===== config.mk =====
export PLATFORM = sky130hd
export DESIGN_NAME = bit_run_move_engine_unit
export DESIGN_NICKNAME = d
export VERILOG_FILES = /design/src/rtl/core/brme_pkg.sv /design/src/rtl/core/brme_store.sv /design/src/rtl/core/brme_seq.sv /design/src/rtl/core/bit_run_move_engine_unit.sv
export SDC_FILE = /design/constraint.sdc
export NUM_CORES = 2
export LEC_CHECK = 0
export BUFFER_PORTS_ARGS = -buffer_cell sky130_fd_sc_hd__buf_4
export CORE_UTILIZATION = 45
export DETAILED_ROUTE_END_ITERATION = 8
export PLACE_DENSITY = 0.69
export SETUP_SLACK_MARGIN = 0.02
export SKIP_CTS_REPAIR_TIMING = 1
export SKIP_LAST_GASP = 1
export SLEW_MARGIN = 20
export SYNTH_ARGS = -nofsm -noshare
export SYNTH_HDL_FRONTEND = slang
export SYNTH_HIERARCHICAL = 1
export SYNTH_SLANG_ARGS = --single-unit

===== constraint.sdc =====
create_clock -name clk -period 7.5 [get_ports clk]
set_clock_uncertainty 0.15 [all_clocks]
set_input_delay 1.5 -clock clk [delete_from_list [all_inputs] [get_ports clk]]
set_output_delay 1.5 -clock clk [all_outputs]
set_load 0.01 [all_outputs]

===== src/rtl/core/brme_pkg.sv =====
`timescale 1ns / 1ps
`default_nettype none

package brme_pkg;

    localparam int WORD_BITS     = 64;
    localparam int SRC_WORDS_DEF = 16;
    localparam int DST_WORDS_DEF = 16;

    localparam int CMD_W  = 3;
    localparam int IDX_W  = 4;
    localparam int POS_W  = 10;
    localparam int LEN_W  = 11;
    localparam int WIDX_W = 5;   // word number of a bit position below 2048
    localparam int OFF_W  = 6;   // bit within a word
    localparam int CNT_W  = 7;   // bits in one step, 1..64

    typedef enum logic [CMD_W-1:0] {
        CMD_LOAD_SRC = 3'd0,
        CMD_LOAD_DST = 3'd1,
        CMD_READ_DST = 3'd2,
        CMD_MOVE     = 3'd3,
        CMD_SET      = 3'd4
    } cmd_t;

    typedef struct packed {
        logic              src_load;
        logic              dst_load;
        logic              dst_read;
        logic [IDX_W-1:0]  load_idx;
        logic              step;
        logic              fill;
        logic [WIDX_W-1:0] dw;
        logic [WIDX_W-1:0] sw;
        logic [OFF_W-1:0]  sh;
        logic [OFF_W-1:0]  off;
        logic [CNT_W-1:0]  n;
    } ctl_t;

    function automatic logic [WORD_BITS-1:0] low_mask(input logic [CNT_W-1:0] n);
        if (n >= CNT_W'(WORD_BITS))
            return '1;
        else
            return (WORD_BITS'(1) << n) - WORD_BITS'(1);
    endfunction

endpackage

`default_nettype wire


===== src/rtl/core/brme_store.sv =====
`timescale 1ns / 1ps
`default_nettype none

module brme_store
    import brme_pkg::*;
#(
    parameter int SRC_WORDS = SRC_WORDS_DEF,
    parameter int DST_WORDS = DST_WORDS_DEF
) (
    input  wire logic                 clk,
    input  wire logic                 rst_n,
    input  wire ctl_t                 ctl,
    input  wire logic [WORD_BITS-1:0] load_data,
    output logic                      busy,
    output logic [WORD_BITS-1:0]      rd_data
);

    localparam int SAW  = (SRC_WORDS > 1) ? $clog2(SRC_WORDS) : 1;
    localparam int DAW  = (DST_WORDS > 1) ? $clog2(DST_WORDS) : 1;
    localparam int MAXW = (SRC_WORDS > DST_WORDS) ? SRC_WORDS : DST_WORDS;
    localparam int CW   = (MAXW > 1) ? $clog2(MAXW) : 1;

    logic [WORD_BITS-1:0] src_mem [SRC_WORDS];
    logic [WORD_BITS-1:0] dst_mem [DST_WORDS];

    logic                 clr_busy_reg;
    logic [CW-1:0]        clr_idx_reg;

    logic [WORD_BITS-1:0] src_lo_reg, src_hi_reg, dst_rd_reg;
    logic                 rd_ok_reg;

    logic                 b_vld_reg;
    logic                 b_fill_reg;
    logic [WIDX_W-1:0]    b_dw_reg;
    logic [OFF_W-1:0]     b_sh_reg;
    logic [OFF_W-1:0]     b_off_reg;
    logic [CNT_W-1:0]     b_n_reg;
    logic                 b_lo_ok_reg;
    logic                 b_hi_ok_reg;

    logic                 src_we, dst_we, src_re, dst_re;
    logic [SAW-1:0]       src_waddr, src_lo_addr, src_hi_addr;
    logic [DAW-1:0]       dst_waddr, dst_raddr;
    logic [WORD_BITS-1:0] src_wdata, dst_wdata;
    logic [WIDX_W:0]      sw_hi;
    logic                 lo_ok, hi_ok;
    logic [WORD_BITS-1:0] lo, hi, gath, lm, val, mask, merged;
    logic [CNT_W-1:0]     sh_inv;

    assign busy = clr_busy_reg;

    // post-reset zero sweep over both stores
    always_ff @(posedge clk or negedge rst_n)
    begin
        if (!rst_n)
        begin
            clr_busy_reg <= 1'b1;
            clr_idx_reg  <= '0;
        end
        else if (clr_busy_reg)
        begin
            if (clr_idx_reg == CW'(MAXW - 1))
                clr_busy_reg <= 1'b0;
            else
                clr_idx_reg <= clr_idx_reg + CW'(1);
        end
    end

    assign sw_hi = {1'b0, ctl.sw} + (WIDX_W+1)'(1);
    assign lo_ok = 32'(ctl.sw) < 32'(SRC_WORDS);
    assign hi_ok = 32'(sw_hi) < 32'(SRC_WORDS);

    always_comb
    begin
        src_we    = 1'b0;
        src_waddr = SAW'(ctl.load_idx);
        src_wdata = load_data;
        if (clr_busy_reg)
        begin
            src_we    = 32'(clr_idx_reg) < 32'(SRC_WORDS);
            src_waddr = SAW'(clr_idx_reg);
            src_wdata = '0;
        end
        else if (ctl.src_load)
        begin
            src_we = 32'(ctl.load_idx) < 32'(SRC_WORDS);
        end
    end

    assign src_re      = ctl.step && !ctl.fill;
    assign src_lo_addr = SAW'(ctl.sw);
    assign src_hi_addr = SAW'(sw_hi);

    assign dst_re    = ctl.dst_read || ctl.step;
    assign dst_raddr = ctl.dst_read ? DAW'(ctl.load_idx) : DAW'(ctl.dw);

    always_ff @(posedge clk)
    begin
        if (src_we)
            src_mem[src_waddr] <= src_wdata;
        if (src_re)
        begin
            src_lo_reg <= src_mem[src_lo_addr];
            src_hi_reg <= src_mem[src_hi_addr];
        end
    end

    always_ff @(posedge clk)
    begin
        if (dst_we)
            dst_mem[dst_waddr] <= dst_wdata;
        if (dst_re)
            dst_rd_reg <= dst_mem[dst_raddr];
    end

    always_ff @(posedge clk or negedge rst_n)
    begin
        if (!rst_n)
        begin
            b_vld_reg <= 1'b0;
            rd_ok_reg <= 1'b0;
        end
        else
        begin
            b_vld_reg <= ctl.step;
            rd_ok_reg <= ctl.dst_read && (32'(ctl.load_idx) < 32'(DST_WORDS));
        end
    end

    always_ff @(posedge clk)
    begin
        b_fill_reg  <= ctl.fill;
        b_dw_reg    <= ctl.dw;
        b_sh_reg    <= ctl.sh;
        b_off_reg   <= ctl.off;
        b_n_reg     <= ctl.n;
        b_lo_ok_reg <= lo_ok;
        b_hi_ok_reg <= hi_ok;
    end

    assign rd_data = rd_ok_reg ? dst_rd_reg : '0;

    // gather source bits from two neighboring words (or ones for a set), merge into the destination word
    assign lo     = b_lo_ok_reg ? src_lo_reg : '0;
    assign hi     = b_hi_ok_reg ? src_hi_reg : '0;
    assign sh_inv = CNT_W'(WORD_BITS) - {1'b0, b_sh_reg};
    assign gath   = (lo >> b_sh_reg) | ((b_sh_reg != '0) ? (hi << sh_inv) : '0);
    assign lm     = low_mask(b_n_reg);
    assign val    = b_fill_reg ? lm : (gath & lm);
    assign mask   = lm << b_off_reg;
    assign merged = (dst_rd_reg & ~mask) | (val << b_off_reg);

    always_comb
    begin
        dst_we    = 1'b0;
        dst_waddr = DAW'(b_dw_reg);
        dst_wdata = merged;
        priority if (clr_busy_reg)
        begin
            dst_we    = 32'(clr_idx_reg) < 32'(DST_WORDS);
            dst_waddr = DAW'(clr_idx_reg);
            dst_wdata = '0;
        end
        else if (ctl.dst_load)
        begin
            dst_we    = 32'(ctl.load_idx) < 32'(DST_WORDS);
            dst_waddr = DAW'(ctl.load_idx);
            dst_wdata = load_data;
        end
        else if (b_vld_reg)
        begin
            dst_we = 1'b1;
        end
        else
        begin
            dst_we = 1'b0;
        end
    end

`ifndef SYNTHESIS
    a_no_op_while_clearing: assert property (@(posedge clk) disable iff (!rst_n)
        clr_busy_reg |-> !(ctl.src_load || ctl.dst_load || ctl.dst_read || ctl.step))
        else $error("store access during clearing pass");

    a_step_fits_word: assert property (@(posedge clk) disable iff (!rst_n)
        b_vld_reg |-> (b_n_reg != '0 && ({1'b0, b_off_reg} + b_n_reg) <= CNT_W'(WORD_BITS)))
        else $error("step mask exceeds word");

    a_load_not_in_merge: assert property (@(posedge clk) disable iff (!rst_n)
        ctl.dst_load |-> !b_vld_reg)
        else $error("dest load collides with merge write");

    a_steps_distinct_words: assert property (@(posedge clk) disable iff (!rst_n)
        (b_vld_reg && $past(b_vld_reg)) |-> (b_dw_reg == $past(b_dw_reg) + WIDX_W'(1)))
        else $error("back-to-back steps not on consecutive words");
`endif

endmodule

`default_nettype wire


===== src/rtl/core/brme_seq.sv =====
`timescale 1ns / 1ps
`default_nettype none

module brme_seq
    import brme_pkg::*;
#(
    parameter int DST_WORDS = DST_WORDS_DEF
) (
    input  wire logic                 clk,
    input  wire logic                 rst_n,
    input  wire logic                 in_valid,
    output logic                      in_ready,
    input  wire logic [CMD_W-1:0]     command,
    input  wire logic [IDX_W-1:0]     word_index,
    input  wire logic [WORD_BITS-1:0] word_data,
    input  wire logic [POS_W-1:0]     src_bit_offset,
    input  wire logic [POS_W-1:0]     dst_bit_offset,
    input  wire logic [LEN_W-1:0]     run_length,
    input  wire logic                 busy,
    input  wire logic [WORD_BITS-1:0] rd_data,
    output ctl_t                      ctl,
    output logic [WORD_BITS-1:0]      load_data,
    output logic                      res_vld,
    input  wire logic                 res_rdy,
    output logic [WORD_BITS-1:0]      res_data,
    output logic                      res_err
);

    localparam logic [31:0] DST_BITS = 32'(DST_WORDS * WORD_BITS);

    typedef enum logic [2:0] {
        S_IDLE,
        S_EXEC,
        S_READ,
        S_RUN,
        S_FIN
    } state_t;

    state_t               state_reg;
    cmd_t                 cmd_reg;
    logic [IDX_W-1:0]     idx_reg;
    logic [WORD_BITS-1:0] data_reg;
    logic [POS_W-1:0]     soff_reg, doff_reg;
    logic [LEN_W-1:0]     len_reg, done_reg;
    logic [WORD_BITS-1:0] res_data_reg;
    logic                 res_err_reg;

    logic [LEN_W-1:0]     pos, spos, rem, done_next;
    logic [CNT_W-1:0]     room, n;
    logic [LEN_W:0]       end_pos;
    logic                 over, last;

    assign pos       = LEN_W'(doff_reg) + done_reg;
    assign spos      = LEN_W'(soff_reg) + done_reg;
    assign rem       = len_reg - done_reg;
    assign room      = CNT_W'(WORD_BITS) - {1'b0, pos[OFF_W-1:0]};
    assign n         = (rem < LEN_W'(room)) ? rem[CNT_W-1:0] : room;
    assign done_next = done_reg + LEN_W'(n);
    assign last      = done_next >= len_reg;
    assign end_pos   = (LEN_W+1)'(doff_reg) + (LEN_W+1)'(len_reg);
    assign over      = 32'(end_pos) > DST_BITS;

    assign in_ready  = (state_reg == S_IDLE) && !busy;
    assign load_data = data_reg;
    assign res_vld   = (state_reg == S_FIN);
    assign res_data  = res_data_reg;
    assign res_err   = res_err_reg;

    always_comb
    begin
        ctl          = '0;
        ctl.src_load = (state_reg == S_EXEC) && (cmd_reg == CMD_LOAD_SRC);
        ctl.dst_load = (state_reg == S_EXEC) && (cmd_reg == CMD_LOAD_DST);
        ctl.dst_read = (state_reg == S_EXEC) && (cmd_reg == CMD_READ_DST);
        ctl.load_idx = idx_reg;
        ctl.step     = (state_reg == S_RUN);
        ctl.fill     = (cmd_reg == CMD_SET);
        ctl.dw       = pos[LEN_W-1:OFF_W];
        ctl.sw       = spos[LEN_W-1:OFF_W];
        ctl.sh       = spos[OFF_W-1:0];
        ctl.off      = pos[OFF_W-1:0];
        ctl.n        = n;
    end

    always_ff @(posedge clk or negedge rst_n)
    begin
        if (!rst_n)
        begin
            state_reg    <= S_IDLE;
            cmd_reg      <= CMD_LOAD_SRC;
            idx_reg      <= '0;
            data_reg     <= '0;
            soff_reg     <= '0;
            doff_reg     <= '0;
            len_reg      <= '0;
            done_reg     <= '0;
            res_data_reg <= '0;
            res_err_reg  <= 1'b0;
        end
        else
        begin
            unique case (state_reg)
                S_IDLE:
                begin
                    if (in_valid && in_ready)
                    begin
                        cmd_reg   <= cmd_t'(command);
                        idx_reg   <= word_index;
                        data_reg  <= word_data;
                        soff_reg  <= src_bit_offset;
                        doff_reg  <= dst_bit_offset;
                        len_reg   <= run_length;
                        done_reg  <= '0;
                        state_reg <= S_EXEC;
                    end
                end
                S_EXEC:
                begin
                    res_data_reg <= '0;
                    res_err_reg  <= 1'b0;
                    unique case (cmd_reg)
                        CMD_READ_DST:
                            state_reg <= S_READ;
                        CMD_MOVE, CMD_SET:
                        begin
                            if (over)
                            begin
                                res_err_reg <= 1'b1;
                                state_reg   <= S_FIN;
                            end
                            else if (len_reg == '0)
                                state_reg <= S_FIN;
                            else
                                state_reg <= S_RUN;
                        end
                        default:
                            state_reg <= S_FIN;
                    endcase
                end
                S_READ:
                begin
                    res_data_reg <= rd_data;
                    state_reg    <= S_FIN;
                end
                S_RUN:
                begin
                    done_reg <= done_next;
                    if (last)
                        state_reg <= S_FIN;
                end
                S_FIN:
                begin
                    if (res_rdy)
                        state_reg <= S_IDLE;
                end
                default:
                    state_reg <= S_IDLE;
            endcase
        end
    end

endmodule

`default_nettype wire


===== src/rtl/core/bit_run_move_engine_unit.sv =====
`timescale 1ns / 1ps
`default_nettype none
// Accept to result valid: loads, refused or empty runs and unused commands pass EXEC and FIN;
// a destination read adds READ; a run adds one RUN step per destination word it touches (W <= 16).
// A new command is taken only after the last result has gone to the output register; run steps are
// limited by the single read-modify-write port of the destination store (reads overlap the previous write).
// Reset: control clears at once; then a zero sweep runs over both stores, with in_ready low
// until it finishes.

module bit_run_move_engine_unit
    import brme_pkg::*;
#(
    parameter int SRC_WORDS = SRC_WORDS_DEF,
    parameter int DST_WORDS = DST_WORDS_DEF
) (
    input  wire logic                 clk,
    input  wire logic                 rst_n,
    input  wire logic                 in_valid,
    output logic                      in_ready,
    input  wire logic [CMD_W-1:0]     command,
    input  wire logic [IDX_W-1:0]     word_index,
    input  wire logic [WORD_BITS-1:0] word_data,
    input  wire logic [POS_W-1:0]     src_bit_offset,
    input  wire logic [POS_W-1:0]     dst_bit_offset,
    input  wire logic [LEN_W-1:0]     run_length,
    output logic                      out_valid,
    input  wire logic                 out_ready,
    output logic [WORD_BITS-1:0]      read_data,
    output logic                      range_error
);

    ctl_t                 ctl;
    logic [WORD_BITS-1:0] load_data, rd_data, res_data;
    logic                 busy, res_vld, res_rdy, res_err;

    logic                 out_valid_reg;
    logic [WORD_BITS-1:0] read_data_reg;
    logic                 range_error_reg;

    brme_seq #(
        .DST_WORDS (DST_WORDS)
    ) u_seq (
        .clk            (clk),
        .rst_n          (rst_n),
        .in_valid       (in_valid),
        .in_ready       (in_ready),
        .command        (command),
        .word_index     (word_index),
        .word_data      (word_data),
        .src_bit_offset (src_bit_offset),
        .dst_bit_offset (dst_bit_offset),
        .run_length     (run_length),
        .busy           (busy),
        .rd_data        (rd_data),
        .ctl            (ctl),
        .load_data      (load_data),
        .res_vld        (res_vld),
        .res_rdy        (res_rdy),
        .res_data       (res_data),
        .res_err        (res_err)
    );

    brme_store #(
        .SRC_WORDS (SRC_WORDS),
        .DST_WORDS (DST_WORDS)
    ) u_store (
        .clk       (clk),
        .rst_n     (rst_n),
        .ctl       (ctl),
        .load_data (load_data),
        .busy      (busy),
        .rd_data   (rd_data)
    );

    assign res_rdy = !out_valid_reg || out_ready;

    always_ff @(posedge clk or negedge rst_n)
    begin
        if (!rst_n)
        begin
            out_valid_reg   <= 1'b0;
            read_data_reg   <= '0;
            range_error_reg <= 1'b0;
        end
        else if (res_vld && res_rdy)
        begin
            out_valid_reg   <= 1'b1;
            read_data_reg   <= res_data;
            range_error_reg <= res_err;
        end
        else if (out_ready)
        begin
            out_valid_reg <= 1'b0;
        end
    end

    assign out_valid   = out_valid_reg;
    assign read_data   = read_data_reg;
    assign range_error = range_error_reg;

endmodule

`default_nettype wire


==> impl_metrics.toml <==
[outcome]
status = "finished, violations left"
violations = "design-rule violations"

[finish]
top_regs = "u_store/dst_mem: 1024 flops, u_store/src_mem: 1024 flops"
final_util_pct = 51.45
syn_to_final_growth_pct = 13.51
drive_above_1_share_pct = 27.75
nets = 8885

[drt]
dr.pass1.iters = 9
antenna_left = 0
via_count = 88091
vias_per_cell = 6.958
totalWireLength_um = 494400
wl_per_cell_um = 39.05
drt_iter0_markers = 13073
drc = 3

[clocking]
cts-root-buf = "clkbuf_16"
clock-sinks = 2520
path_clk_slew_ns = 0.06
cts_tree = "done"
numCtsBuffers = 268
clk_latency_ns = 0.88
htreeDepth = 5
clk_path_buf_depth = 4

[floorplan]
core_mm2 = 0.2796
fp-row-count = 194
die_h_um = 532.7
start_util_pct = 45.32
dieArea_mm2 = 0.2837
io_pins = 173
die_w_um = 532.7

[timing]
min_period_ns = 6.940
fin_hold_ws_ns = 0.3180
fmax_mhz = 144.1
worst_pin_slew_ns = 1.328
slew_headroom_pct = 11.45
post-route-period-util_pct = 92.53
rsz0062_at_grt = "no"
setup_viol = 0
fin_tns_setup_ns = 0
drv_slew = 0
final-hold-violation-count = 0

[critical_path]
rr_worst_depth = 30
worstSetupPathType = "register to register"
cp.arrival_ns = 7.55
slowest_delay_ns = 0.41
r2r-end = "u_seq/state_reg[2]"
worst_ep_required_time_ns = 8.11
critPathMaxFanout = 4
crit_slowest_cell = "fa_1"
endpoint = "u_seq/state_reg[2]"
critPathLaunchType = "register"
worstSetupEndpointType = "register"
crit_start = "u_seq/doff_reg[0]"
reg2reg_from = "u_seq/doff_reg[0]"
rrSetupSlack_ns = 0.56

[grt]
grt_pass1_vias = 84909
antenna_found_initial = 20
grt_pass1_wl_um = 683600
grt_start_max_net_pins = 156
gr-total-overflow = 0
grt_use_total_pct = 34.28

[min_path]
hp-class = "register to register"

[placed_design]
dp_hpwl_um = 335600
place.gp.congestion = 1.032
port_buffers = 172

[job]
cap_violations = 0

[synthesis]
synth_warnings = 6
mappedNetlistArea_mm2 = 0.1267
synth_nets = 8557
syn_area_per_cell_um2 = 15.13
syn_inst = 8376
area by class of cell:
| type | count | area, um2 |
|---|---|---|
| timing repair buffer | 690 | 5944 |
| clock buffer | 331 | 7191 |
| clock inverter | 141 | 1277 |
| inverter | 99 | 374.1 |
| multi-input combinational | 5125 | 50150 |
| antenna | 31 | 77.57 |
| tap | 3724 | 4659 |
| fill | 22684 | 135800 |
| sequential | 2520 | 74180 |
how the worst min path moves through the flow:
stage	startpoint	end	slack, ns	depth (start not counted)
after CTS	u_seq/load_data[20]	u_seq/load_data[20]	0.32	2
after floorplan	u_seq/load_data[0]	u_seq/load_data[0]	0.29	2
final	u_seq/load_data[21]	u_seq/load_data[21]	0.32	2
after global placement	u_seq/load_data[59]	u_seq/load_data[59]	0.30	2
after global routing	u_seq/load_data[39]	u_seq/load_data[39]	0.34	2
after detailed placement	u_seq/load_data[48]	u_seq/load_data[48]	0.31	2
critical path: cells and delay by family, from the launching register on:
family,cells,cell delay (ns)
AO/OA/AOI/OAI,12,2.64
adder cells (fa/ha/maj),5,1.38
AND/OR/NAND/NOR,8,1.32
XOR/XNOR,3,0.47
flip-flops,1,0.40
multiplexers,1,0.28
buffers and inverters,1,0.18
per-stage QoR:
step	instance area [um2]	std cells	worst slack (ns)
after floorplan	126700	8376	1.216
after global placement	135100	12153	0.2979
after detailed placement	135200	12156	0.4116
after CTS	143700	12628	0.3922
after global routing	143800	12642	0.09772
final	143900	12661	0.5600
layer usage:
metal | vias up | track usage [%] | wire length [um]
met2 | 6255 | 50.59 | 217000
met1 | 45962 | 47.60 | 190200
li1 | 34872 | - | -
met3 | 996 | 7.613 | 56070
met5 | - | 0 | 44
met4 | 6 | 18.05 | 31110
layout by cell type, fill, tap and decap left out, types with 52 or more instances in the layout:
cell type	count
o211ai_1	72
inv_1	87
clkinv_2	52
mux2_2	118
a31oi_1	136
and2_1	171
o221ai_1	82
a21oi_1	227
a211oi_1	120
a22o_1	79
mux4_2	990
nor2_1	336
nand2_1	792
edfxtp_1	2240
o21ai_0	230
mux2_4	54
o22ai_1	130
ha_1	68
buf_4	628
nor2b_1	63
nand3_1	126
mux2i_1	252
buf_12	58
clkbuf_16	274
dfrtp_1	252
nor3_1	91
Power is left out: the tool's default activity adds up to more than one toggle a clock period on the data nets, which glitch-free logic cannot reach.
